===== config.mk =====
export PLATFORM = sky130hd
export DESIGN_NAME = blm_step
export DESIGN_NICKNAME = d
export VERILOG_FILES = /design/src/rtl/blm_pkg.sv /design/src/rtl/blm_step.sv
export SDC_FILE = /design/constraint.sdc
export NUM_CORES = 1
export LEC_CHECK = 0
export BUFFER_PORTS_ARGS = -buffer_cell sky130_fd_sc_hd__buf_2
export CAP_MARGIN = 20
export CORE_MARGIN = 2
export CORE_UTILIZATION = 44
export DETAILED_ROUTE_END_ITERATION = 8
export PLACE_DENSITY = 0.74
export REMOVE_ABC_BUFFERS = 1
export SYNTH_ARGS = -nofsm -noshare
export SYNTH_HDL_FRONTEND = slang
export SYNTH_SLANG_ARGS = --single-unit

===== constraint.sdc =====
create_clock -name vclk -period 4.2
set_input_delay 0.21 -clock vclk [all_inputs]
set_output_delay 0.21 -clock vclk [all_outputs]
set_load 0.01 [all_outputs]

===== src/rtl/blm_pkg.sv =====
`default_nettype none
// ----------------------------------------------------------------------------
// blm_pkg
// Shared types and constants for the bracket language machine: transaction
// commands, result status codes, instruction codes and the symbol decoder.
// ----------------------------------------------------------------------------
package blm_pkg;

  typedef enum logic [1:0] {
    CMD_CLEAR   = 2'd0,
    CMD_LOAD    = 2'd1,
    CMD_RESTART = 2'd2,
    CMD_STEP    = 2'd3
  } cmd_e;

  typedef enum logic [2:0] {
    ST_LOADED  = 3'd0,
    ST_EXEC    = 3'd1,
    ST_HALTED  = 3'd2,
    ST_FULL    = 3'd3,
    ST_BRACKET = 3'd4,
    ST_RESET   = 3'd5
  } status_e;

  typedef enum logic [3:0] {
    INS_RIGHT = 4'd0,
    INS_LEFT  = 4'd1,
    INS_INC   = 4'd2,
    INS_DEC   = 4'd3,
    INS_OUT   = 4'd4,
    INS_IN    = 4'd5,
    INS_OPEN  = 4'd6,
    INS_CLOSE = 4'd7,
    INS_NOP   = 4'd8
  } instr_e;

  // Control flags produced by the step unit
  typedef struct packed {
    logic cell_we;
    logic char_valid;
  } step_ctl_t;

  localparam logic [7:0] CH_RIGHT = 8'h3E;
  localparam logic [7:0] CH_LEFT  = 8'h3C;
  localparam logic [7:0] CH_INC   = 8'h2B;
  localparam logic [7:0] CH_DEC   = 8'h2D;
  localparam logic [7:0] CH_OUT   = 8'h2E;
  localparam logic [7:0] CH_IN    = 8'h2C;
  localparam logic [7:0] CH_OPEN  = 8'h5B;
  localparam logic [7:0] CH_CLOSE = 8'h5D;

  function automatic instr_e decode_symbol(input logic [7:0] sym);
    instr_e code;
    unique case (sym)
      CH_RIGHT: code = INS_RIGHT;
      CH_LEFT:  code = INS_LEFT;
      CH_INC:   code = INS_INC;
      CH_DEC:   code = INS_DEC;
      CH_OUT:   code = INS_OUT;
      CH_IN:    code = INS_IN;
      CH_OPEN:  code = INS_OPEN;
      CH_CLOSE: code = INS_CLOSE;
      default:  code = INS_NOP;
    endcase
    return code;
  endfunction

endpackage
`default_nettype wire


===== src/rtl/blm_step.sv =====
`default_nettype none
// ----------------------------------------------------------------------------
// blm_step
// Executes one instruction: next data pointer, next program counter, new cell
// value and the output/write flags.
// ----------------------------------------------------------------------------
module blm_step
  import blm_pkg::*;
#(
  parameter int CODE_DEPTH = 1024,
  parameter int TAPE_DEPTH = 1024,
  parameter int CELL_BITS  = 32,
  localparam int CA = $clog2(CODE_DEPTH),
  localparam int CW = $clog2(CODE_DEPTH + 1),
  localparam int TA = $clog2(TAPE_DEPTH)
) (
  input  instr_e               instr_i,
  input  logic [CELL_BITS-1:0] cell_i,
  input  logic [TA-1:0]        ptr_i,
  input  logic [CW-1:0]        pc_i,
  input  logic [CA-1:0]        open_partner_i,
  input  logic [CA-1:0]        close_partner_i,
  output step_ctl_t            ctl_o,
  output logic [CELL_BITS-1:0] cell_o,
  output logic [TA-1:0]        ptr_o,
  output logic [CW-1:0]        pc_o
);

  always_comb begin
    ctl_o  = '0;
    cell_o = cell_i + CELL_BITS'(1);
    ptr_o  = ptr_i;
    pc_o   = pc_i + CW'(1);
    unique case (instr_i)
      INS_RIGHT: begin
        ptr_o = (ptr_i == TA'(TAPE_DEPTH - 1)) ? '0 : ptr_i + TA'(1);
      end
      INS_LEFT: begin
        ptr_o = (ptr_i == '0) ? TA'(TAPE_DEPTH - 1) : ptr_i - TA'(1);
      end
      INS_INC: begin
        ctl_o.cell_we = 1'b1;
      end
      INS_DEC: begin
        ctl_o.cell_we = 1'b1;
        cell_o        = cell_i - CELL_BITS'(1);
      end
      INS_OUT: begin
        ctl_o.char_valid = 1'b1;
      end
      // jump lands just past the partner bracket
      INS_OPEN: begin
        if (cell_i == '0) pc_o = CW'(open_partner_i) + CW'(1);
      end
      INS_CLOSE: begin
        if (cell_i != '0) pc_o = CW'(close_partner_i) + CW'(1);
      end
      default: ;
    endcase
  end

endmodule
`default_nettype wire


==> impl_metrics.prom, run 1 <==
# TYPE chip_impl_metric gauge
chip_impl_metric{name="post_route_cells_drive_above_1_share",unit="%"} 25.1
chip_impl_metric{name="synthesis.yosys.warnings",unit=""} 0
chip_impl_metric{name="ios",unit=""} 132
chip_impl_metric{name="worst-endpoint-required",unit="ps"} 3990
chip_impl_metric{name="syn_inst",unit=""} 525
chip_impl_metric{name="critical_path_arrival",unit="ps"} 2820
chip_impl_metric{name="std_cell_rows",unit=""} 31
chip_impl_metric{name="initial_standard_cell_utilization_of_the_core",unit="%"} 45.3
chip_impl_metric{name="cp.buffers_inverters",unit=""} 3
chip_impl_info{name="critical_path_class",value="in2out"} 1
chip_impl_metric{name="io_buffer_count",unit=""} 132
chip_impl_metric{name="fin_crit",unit="ps"} 3030
chip_impl_info{name="kind_of_cell_with_the_highest_combined_delay_on_the_critical_path",value="simple AND/OR/NAND/NOR gates"} 1
chip_impl_metric{name="totalPowerFinal",unit="uW"} 311
chip_impl_metric{name="global_route_wire_length_before_repair",unit="um"} 17900
chip_impl_metric{name="die_width",unit="um"} 90.4
chip_impl_info{name="netlist.top_cell.by_area",value="sky130_fd_sc_hd__xnor2_1"} 1
chip_impl_info{name="endpoint_kind",value="output pin"} 1
chip_impl_metric{name="ir_drop",unit="V"} 0.0000419
chip_impl_metric{name="final_antenna_net_count",unit=""} 0
chip_impl_metric{name="ff_latch_area",unit="um2"} 0
chip_impl_metric{name="whs",unit="ps"} 707
chip_impl_metric{name="post-dp-hpwl",unit="um"} 8310
chip_impl_metric{name="setup_viol_count_final",unit=""} 0
chip_impl_metric{name="global_route.usage.total",unit="%"} 24.8
chip_impl_metric{name="power_leakage",unit="uW"} 0.00143
chip_impl_metric{name="pwr_density_cell",unit="nW/um2"} 81.5
chip_impl_metric{name="finalMaxSlewViolations",unit=""} 0
chip_impl_info{name="run_status",value="complete, no violations"} 1
chip_impl_info{name="crit_path_top_delay_cell",value="sky130_fd_sc_hd__or4b_1"} 1
chip_impl_info{name="layout.cells.most_common_list",value="133 x sky130_fd_sc_hd__buf_2, 54 x sky130_fd_sc_hd__nor2_1, 52 x sky130_fd_sc_hd__nand2_1, 50 x sky130_fd_sc_hd__xnor2_1, 39 x sky130_fd_sc_hd__nand3_1"} 1
chip_impl_info{name="crit_path_cell_trace",value="buf_2 > nand4bb_2 > xnor2_1 > ha_1 > inv_1 > nor4_1 > o22ai_1 > or4b_1 > o21ai_1 > xor2_1 > buf_2"} 1
chip_impl_metric{name="drt-initial-drc-count",unit=""} 250
chip_impl_metric{name="globalRoute.totalOverflow",unit=""} 0
chip_impl_metric{name="finalHoldViolations",unit=""} 0
chip_impl_metric{name="critical_path.max_fanout",unit=""} 19
chip_impl_info{name="synth.top_cells.by_area",value="sky130_fd_sc_hd__xnor2_1 13%, sky130_fd_sc_hd__nor2_1 6.2%, sky130_fd_sc_hd__nand3_1 5.9%"} 1
chip_impl_metric{name="insertedDiodeCount",unit=""} 0
chip_impl_metric{name="max-slew-margin-rel",unit="%"} 47.2
chip_impl_metric{name="design.core.area",unit="um2"} 7250
chip_impl_metric{name="drt_first_pass_iters",unit=""} 5
chip_impl_metric{name="floorplan.die.height",unit="um"} 90.4
chip_impl_metric{name="finish.net_count",unit=""} 696
chip_impl_info{name="min-delay-path-class",value="in2out"} 1
chip_impl_metric{name="seq_cells",unit=""} 0
chip_impl_metric{name="max-cap-violations",unit=""} 0
chip_impl_metric{name="routed-via-count",unit=""} 4323
chip_impl_metric{name="netlist.area_leader.share",unit="%"} 13.3
chip_impl_metric{name="cts_repair_resize_count",unit=""} 0
chip_impl_metric{name="holdBufCountCts",unit=""} 0
chip_impl_metric{name="grt_antenna_before_repair",unit=""} 0
chip_impl_metric{name="post_synthesis_sequential_area_ratio",unit="%"} 0
chip_impl_metric{name="post-route-drc-count",unit=""} 0
chip_impl_metric{name="grt_max_degree",unit=""} 42
chip_impl_metric{name="syn_to_final_growth",unit="%"} 16.3
chip_impl_metric{name="timing.final.crit_share",unit="%"} 72.2
chip_impl_metric{name="syn_avg_cell_area",unit="um2"} 6.26
chip_impl_info{name="rsz_0062_raised_after_global_routing",value="no"} 1
chip_impl_metric{name="post_synth_instance_area",unit="um2"} 3280
chip_impl_metric{name="detail_route.wl_per_cell",unit="um"} 15.3
chip_impl_metric{name="fp.dieArea",unit="um2"} 8170
chip_impl_metric{name="cts.repair_timing.setup_buffer_count",unit=""} 0
chip_impl_metric{name="viasPerCell",unit=""} 6.10
chip_impl_metric{name="worst_path_largest_cell_delay",unit="ps"} 490
chip_impl_metric{name="core_utilization_of_the_finished_layout",unit="%"} 52.7
chip_impl_metric{name="worst-slew-pin-transition",unit="ps"} 786
chip_impl_metric{name="post_synth_num_cell_types",unit=""} 70
chip_impl_metric{name="placer_congestion",unit=""} 0.979
chip_impl_metric{name="timing.fmax",unit="GHz"} 0.330
chip_impl_info{name="critical-path-top-cell-by-count",value="sky130_fd_sc_hd__buf_2"} 1
chip_impl_info{name="critical_path.startpoint_type",value="primary input"} 1
chip_impl_metric{name="detail_route.wirelength",unit="um"} 10800
chip_impl_metric{name="finalSetupTns",unit="ps"} 0
chip_impl_metric{name="num-clock-buffers",unit=""} 0
chip_impl_info{name="most_common_cell_after_layout_fill_and_taps_aside",value="sky130_fd_sc_hd__buf_2"} 1
chip_impl_metric{name="first_global_vias",unit=""} 3787
==> power breakdown <==
part,total [uW],internal (uW),switching (uW),leakage (uW)
clock network,0,0,0,0
registers,0,0,0,0
logic,311,123,189,0.00143
total,311,123,189,0.00143
==> path summary, 6_finish.rpt <==
| check | depth (start not counted) | slack (ps) | start | endpoint |
|---|---|---|---|---|
| min | 3 | 710 | cell_i[31] | cell_o[31] |
| max | 11 | 1170 | instr_i[0] | cell_o[16] |
==> tightest hold or removal path, delay by kind of cell <==
kind                   cells  cell delay (ps)
buffers and inverters      2              230
XOR/XNOR                   1               60
==> Yosys cell counts, drive strengths merged (12+ instances only) <==
| library cell | number |
|---|---|
| xnor2 | 50 |
| clkbuf | 19 |
| buf | 30 |
| nand4 | 20 |
| nand2 | 53 |
| xor2 | 14 |
| a31oi | 12 |
| nand3 | 39 |
| nor4 | 22 |
| a21oi | 24 |
| o21ai | 25 |
| nor3 | 26 |
| nor2 | 54 |
==> stage by stage <==
stage                     worst slack (ps)  instances  area, um2
after floorplan                        627        476       3020
after global placement                1270        708       3820
after detailed placement              1180        708       3820
after CTS                             1150        708       3820
after global routing                   897        709       3820
final                                 1170        709       3820
==> cell families after synthesis <==
family          Yosys count  share of synthesized area, %
xor+xnor                 64                          17.1
simple gates            267                          43.8
mux                       9                          2.82
fa+ha+maj                 7                          2.67
buf+inv                  60                          9.33
compound gates          118                          24.3
==> routing by layer <==
layer  part of all wire [%]  track usage [%]  up-vias  wire, um
met5                      0                0        -         0
met4                   0.80             2.56        0        87
met3                    8.5            0.918        9       922
met2                     48             42.5      210      5180
met1                     43             35.5     1979      4650
li1                       -                -     2125         -
==> area by class of cell <==
class	count	area, um2
Fill cell	773	3430
Multi-Input combinational cell	465	2980
Timing Repair Buffer	134	673
Tap cell	99	124
Inverter	11	41.3
No activity file was read; power rests on OpenSTA's default activity.
==> inputs of run 2 (changes only) <==
clock period = 2.8 ns   (was 4.2 ns; I/O delays follow)
==> run 2 against run 1 <==
Die area unchanged; routed wire length increased by 0.66%; largest power group unchanged; hold slack got worse by 140 ps; clock-buffer cell count unchanged; highest routed layer unchanged; critical endpoint unchanged; global-route usage decreased by 0.12 points.
==> impl_metrics.prom, run 2 (same netlist as run 1, synthesis figures left out) <==
# TYPE chip_impl_metric gauge
chip_impl_metric{name="sw_frac_of_total",unit="%"} 59.8
chip_impl_metric{name="design.core.area",unit="um2"} 7250
chip_impl_info{name="most_common_cell_after_layout_fill_and_taps_aside",value="sky130_fd_sc_hd__buf_2"} 1
chip_impl_metric{name="pwr_density_cell",unit="nW/um2"} 122
chip_impl_metric{name="worst-endpoint-required",unit="ps"} 2660
chip_impl_info{name="min-delay-path-class",value="in2out"} 1
chip_impl_metric{name="detail_route.wirelength",unit="um"} 10900
chip_impl_metric{name="floorplan.die.height",unit="um"} 90.4
chip_impl_metric{name="globalRoute.totalOverflow",unit=""} 0
chip_impl_metric{name="placement.setup.worst_slack",unit="ps"} 158
chip_impl_metric{name="global_route_wire_length_before_repair",unit="um"} 17900
chip_impl_metric{name="totalPowerFinal",unit="uW"} 477
chip_impl_info{name="run_status",value="complete, no violations"} 1
chip_impl_metric{name="post-route-drc-count",unit=""} 0
chip_impl_metric{name="share_seq_of_total_power",unit="%"} 0
chip_impl_metric{name="std_cell_rows",unit=""} 31
chip_impl_metric{name="dr_wl_met3",unit="um"} 834
chip_impl_metric{name="met1_length",unit="um"} 4790
chip_impl_metric{name="placer_congestion",unit=""} 0.954
chip_impl_info{name="rsz_0062_raised_after_global_routing",value="no"} 1
chip_impl_metric{name="max-slew-margin-rel",unit="%"} 60.7
chip_impl_metric{name="ff_latch_area",unit="um2"} 0
chip_impl_metric{name="fin_crit",unit="ps"} 2590
chip_impl_metric{name="drt_first_pass_iters",unit=""} 7
chip_impl_metric{name="post_layout_nonfiller_instances",unit=""} 719
chip_impl_info{name="highest_layer_used_for_signal_routing",value="met4"} 1
chip_impl_metric{name="first_global_vias",unit=""} 3769
chip_impl_metric{name="net_sw_power",unit="uW"} 286
chip_impl_metric{name="syn_to_final_growth",unit="%"} 19.2
chip_impl_metric{name="grt_antenna_before_repair",unit=""} 0
chip_impl_metric{name="timing.final.crit_share",unit="%"} 92.4
chip_impl_metric{name="holdBufCountCts",unit=""} 0
chip_impl_metric{name="insertedDiodeCount",unit=""} 0
chip_impl_metric{name="global_route.usage.total",unit="%"} 24.6
chip_impl_metric{name="detail_route.wl_per_cell",unit="um"} 15.2
chip_impl_metric{name="comb_power_share",unit="%"} 100.0
chip_impl_metric{name="ir_drop",unit="V"} 0.0000808
chip_impl_metric{name="drt-initial-drc-count",unit=""} 249
chip_impl_metric{name="cts.repair_timing.setup_buffer_count",unit=""} 0
chip_impl_metric{name="final_antenna_net_count",unit=""} 0
chip_impl_metric{name="initial_standard_cell_utilization_of_the_core",unit="%"} 45.3
chip_impl_metric{name="io_buffer_count",unit=""} 132
chip_impl_metric{name="power.clock.fraction",unit="%"} 0
chip_impl_metric{name="internal-power",unit="uW"} 192
chip_impl_metric{name="ios",unit=""} 132
chip_impl_metric{name="worst-slew-pin-transition",unit="ps"} 590
chip_impl_metric{name="finish.net_count",unit=""} 706
chip_impl_metric{name="post_route_cells_drive_above_1_share",unit="%"} 26.5
chip_impl_metric{name="fp.dieArea",unit="um2"} 8170
chip_impl_metric{name="hold-path-cell-count",unit=""} 3
chip_impl_metric{name="setup_viol_count_final",unit=""} 0
chip_impl_metric{name="max-cap-violations",unit=""} 0
chip_impl_metric{name="cts_repair_resize_count",unit=""} 0
chip_impl_metric{name="grt_max_degree",unit=""} 42
chip_impl_info{name="min_from",value="cell_i[31]"} 1
chip_impl_metric{name="post-dp-hpwl",unit="um"} 8510
chip_impl_metric{name="critical_path_arrival",unit="ps"} 2450
chip_impl_metric{name="met2RoutedLength",unit="um"} 5100
chip_impl_metric{name="die_width",unit="um"} 90.4
chip_impl_info{name="critical_path.startpoint_type",value="primary input"} 1
chip_impl_metric{name="viasPerCell",unit=""} 6.14
chip_impl_metric{name="finalMaxSlewViolations",unit=""} 0
chip_impl_metric{name="fin_worst_setup_slack",unit="ps"} 214
chip_impl_metric{name="dp_cells",unit=""} 719
chip_impl_metric{name="finalHoldViolations",unit=""} 0
chip_impl_metric{name="timing.fmax",unit="GHz"} 0.387
chip_impl_info{name="layout.cells.most_common_list",value="132 x sky130_fd_sc_hd__buf_2, 54 x sky130_fd_sc_hd__nor2_1, 52 x sky130_fd_sc_hd__nand2_1, 50 x sky130_fd_sc_hd__xnor2_1, 39 x sky130_fd_sc_hd__nand3_1"} 1
chip_impl_metric{name="power_leakage",unit="uW"} 0.00148
chip_impl_info{name="critical_path_class",value="in2out"} 1
chip_impl_info{name="whs_endpoint",value="cell_o[31]"} 1
chip_impl_metric{name="routed-via-count",unit=""} 4417
chip_impl_metric{name="seq_cells",unit=""} 0
chip_impl_metric{name="num-clock-buffers",unit=""} 0
chip_impl_metric{name="critical_path.max_fanout",unit=""} 3
chip_impl_info{name="endpoint_kind",value="output pin"} 1
chip_impl_metric{name="fill_cells",unit=""} 745
-- run 2: changes by cell type in the layout (fill, tap and decap cells not counted) --
cell,delta
sky130_fd_sc_hd__nor4_2,+1
sky130_fd_sc_hd__buf_2,-1
sky130_fd_sc_hd__a2bb2oi_2,-1
sky130_fd_sc_hd__buf_4,+11
sky130_fd_sc_hd__a2bb2oi_4,+1
sky130_fd_sc_hd__nor4_1,-1
-- run 2: metrics by stage --
stage	cell area, um2	utilization (%)	setup TNS (ps)	hold WS, ps
2_1_floorplan	3020	-	-4090	324
3_3_place_gp	3900	53.8	0	568
3_5_place_dp	3900	53.8	0	569
4_1_cts	3900	53.8	0	570
5_1_grt	3920	54.0	0	586
6_report	3920	54.0	0	567
-- run 2: cell type report --
cell class / instances / area [um2] / area share (%)
Tap cell: 99 / 124 / 3.16
Inverter: 11 / 41.3 / 1.05
Multi-Input combinational cell: 465 / 3000 / 76.6
Timing Repair Buffer: 144 / 751 / 19.2
-- run 2: how the worst max path moves through the flow --
stage,to,depth (start not counted),start
floorplan,cell_o[16],9,instr_i[3]
global placement,cell_o[30],12,instr_i[3]
detailed placement,cell_o[30],12,instr_i[3]
CTS,cell_o[30],12,instr_i[3]
global route,cell_o[16],11,instr_i[3]
finish,cell_o[16],11,instr_i[3]
-- run 2: worst max-delay path: stages --
cell                        delay [ps]
sky130_fd_sc_hd__buf_2             100
sky130_fd_sc_hd__nand4bb_2         300
sky130_fd_sc_hd__xnor2_1           180
sky130_fd_sc_hd__ha_1              210
sky130_fd_sc_hd__inv_1              70
sky130_fd_sc_hd__nor4_2            330
sky130_fd_sc_hd__o22ai_1           200
sky130_fd_sc_hd__or4b_1            490
sky130_fd_sc_hd__o21ai_1           120
sky130_fd_sc_hd__xor2_1            150
sky130_fd_sc_hd__buf_2             140
-- run 2: per-layer routing --
layer / GRT usage (%) / vias to the layer above
met5: 0 / -
met3: 1.00 / 24
met1: 35.1 / 1985
met4: 4.74 / 0
met2: 41.5 / 254
li1: - / 2154
-- run 2: power groups by stage --
stage	clock [uW]	sequential, uW	combinational, uW
floorplan	0	0	226
global placement	0	0	463
detailed placement	0	0	468
CTS	0	0	470
global route	0	0	520
finish	0	0	477
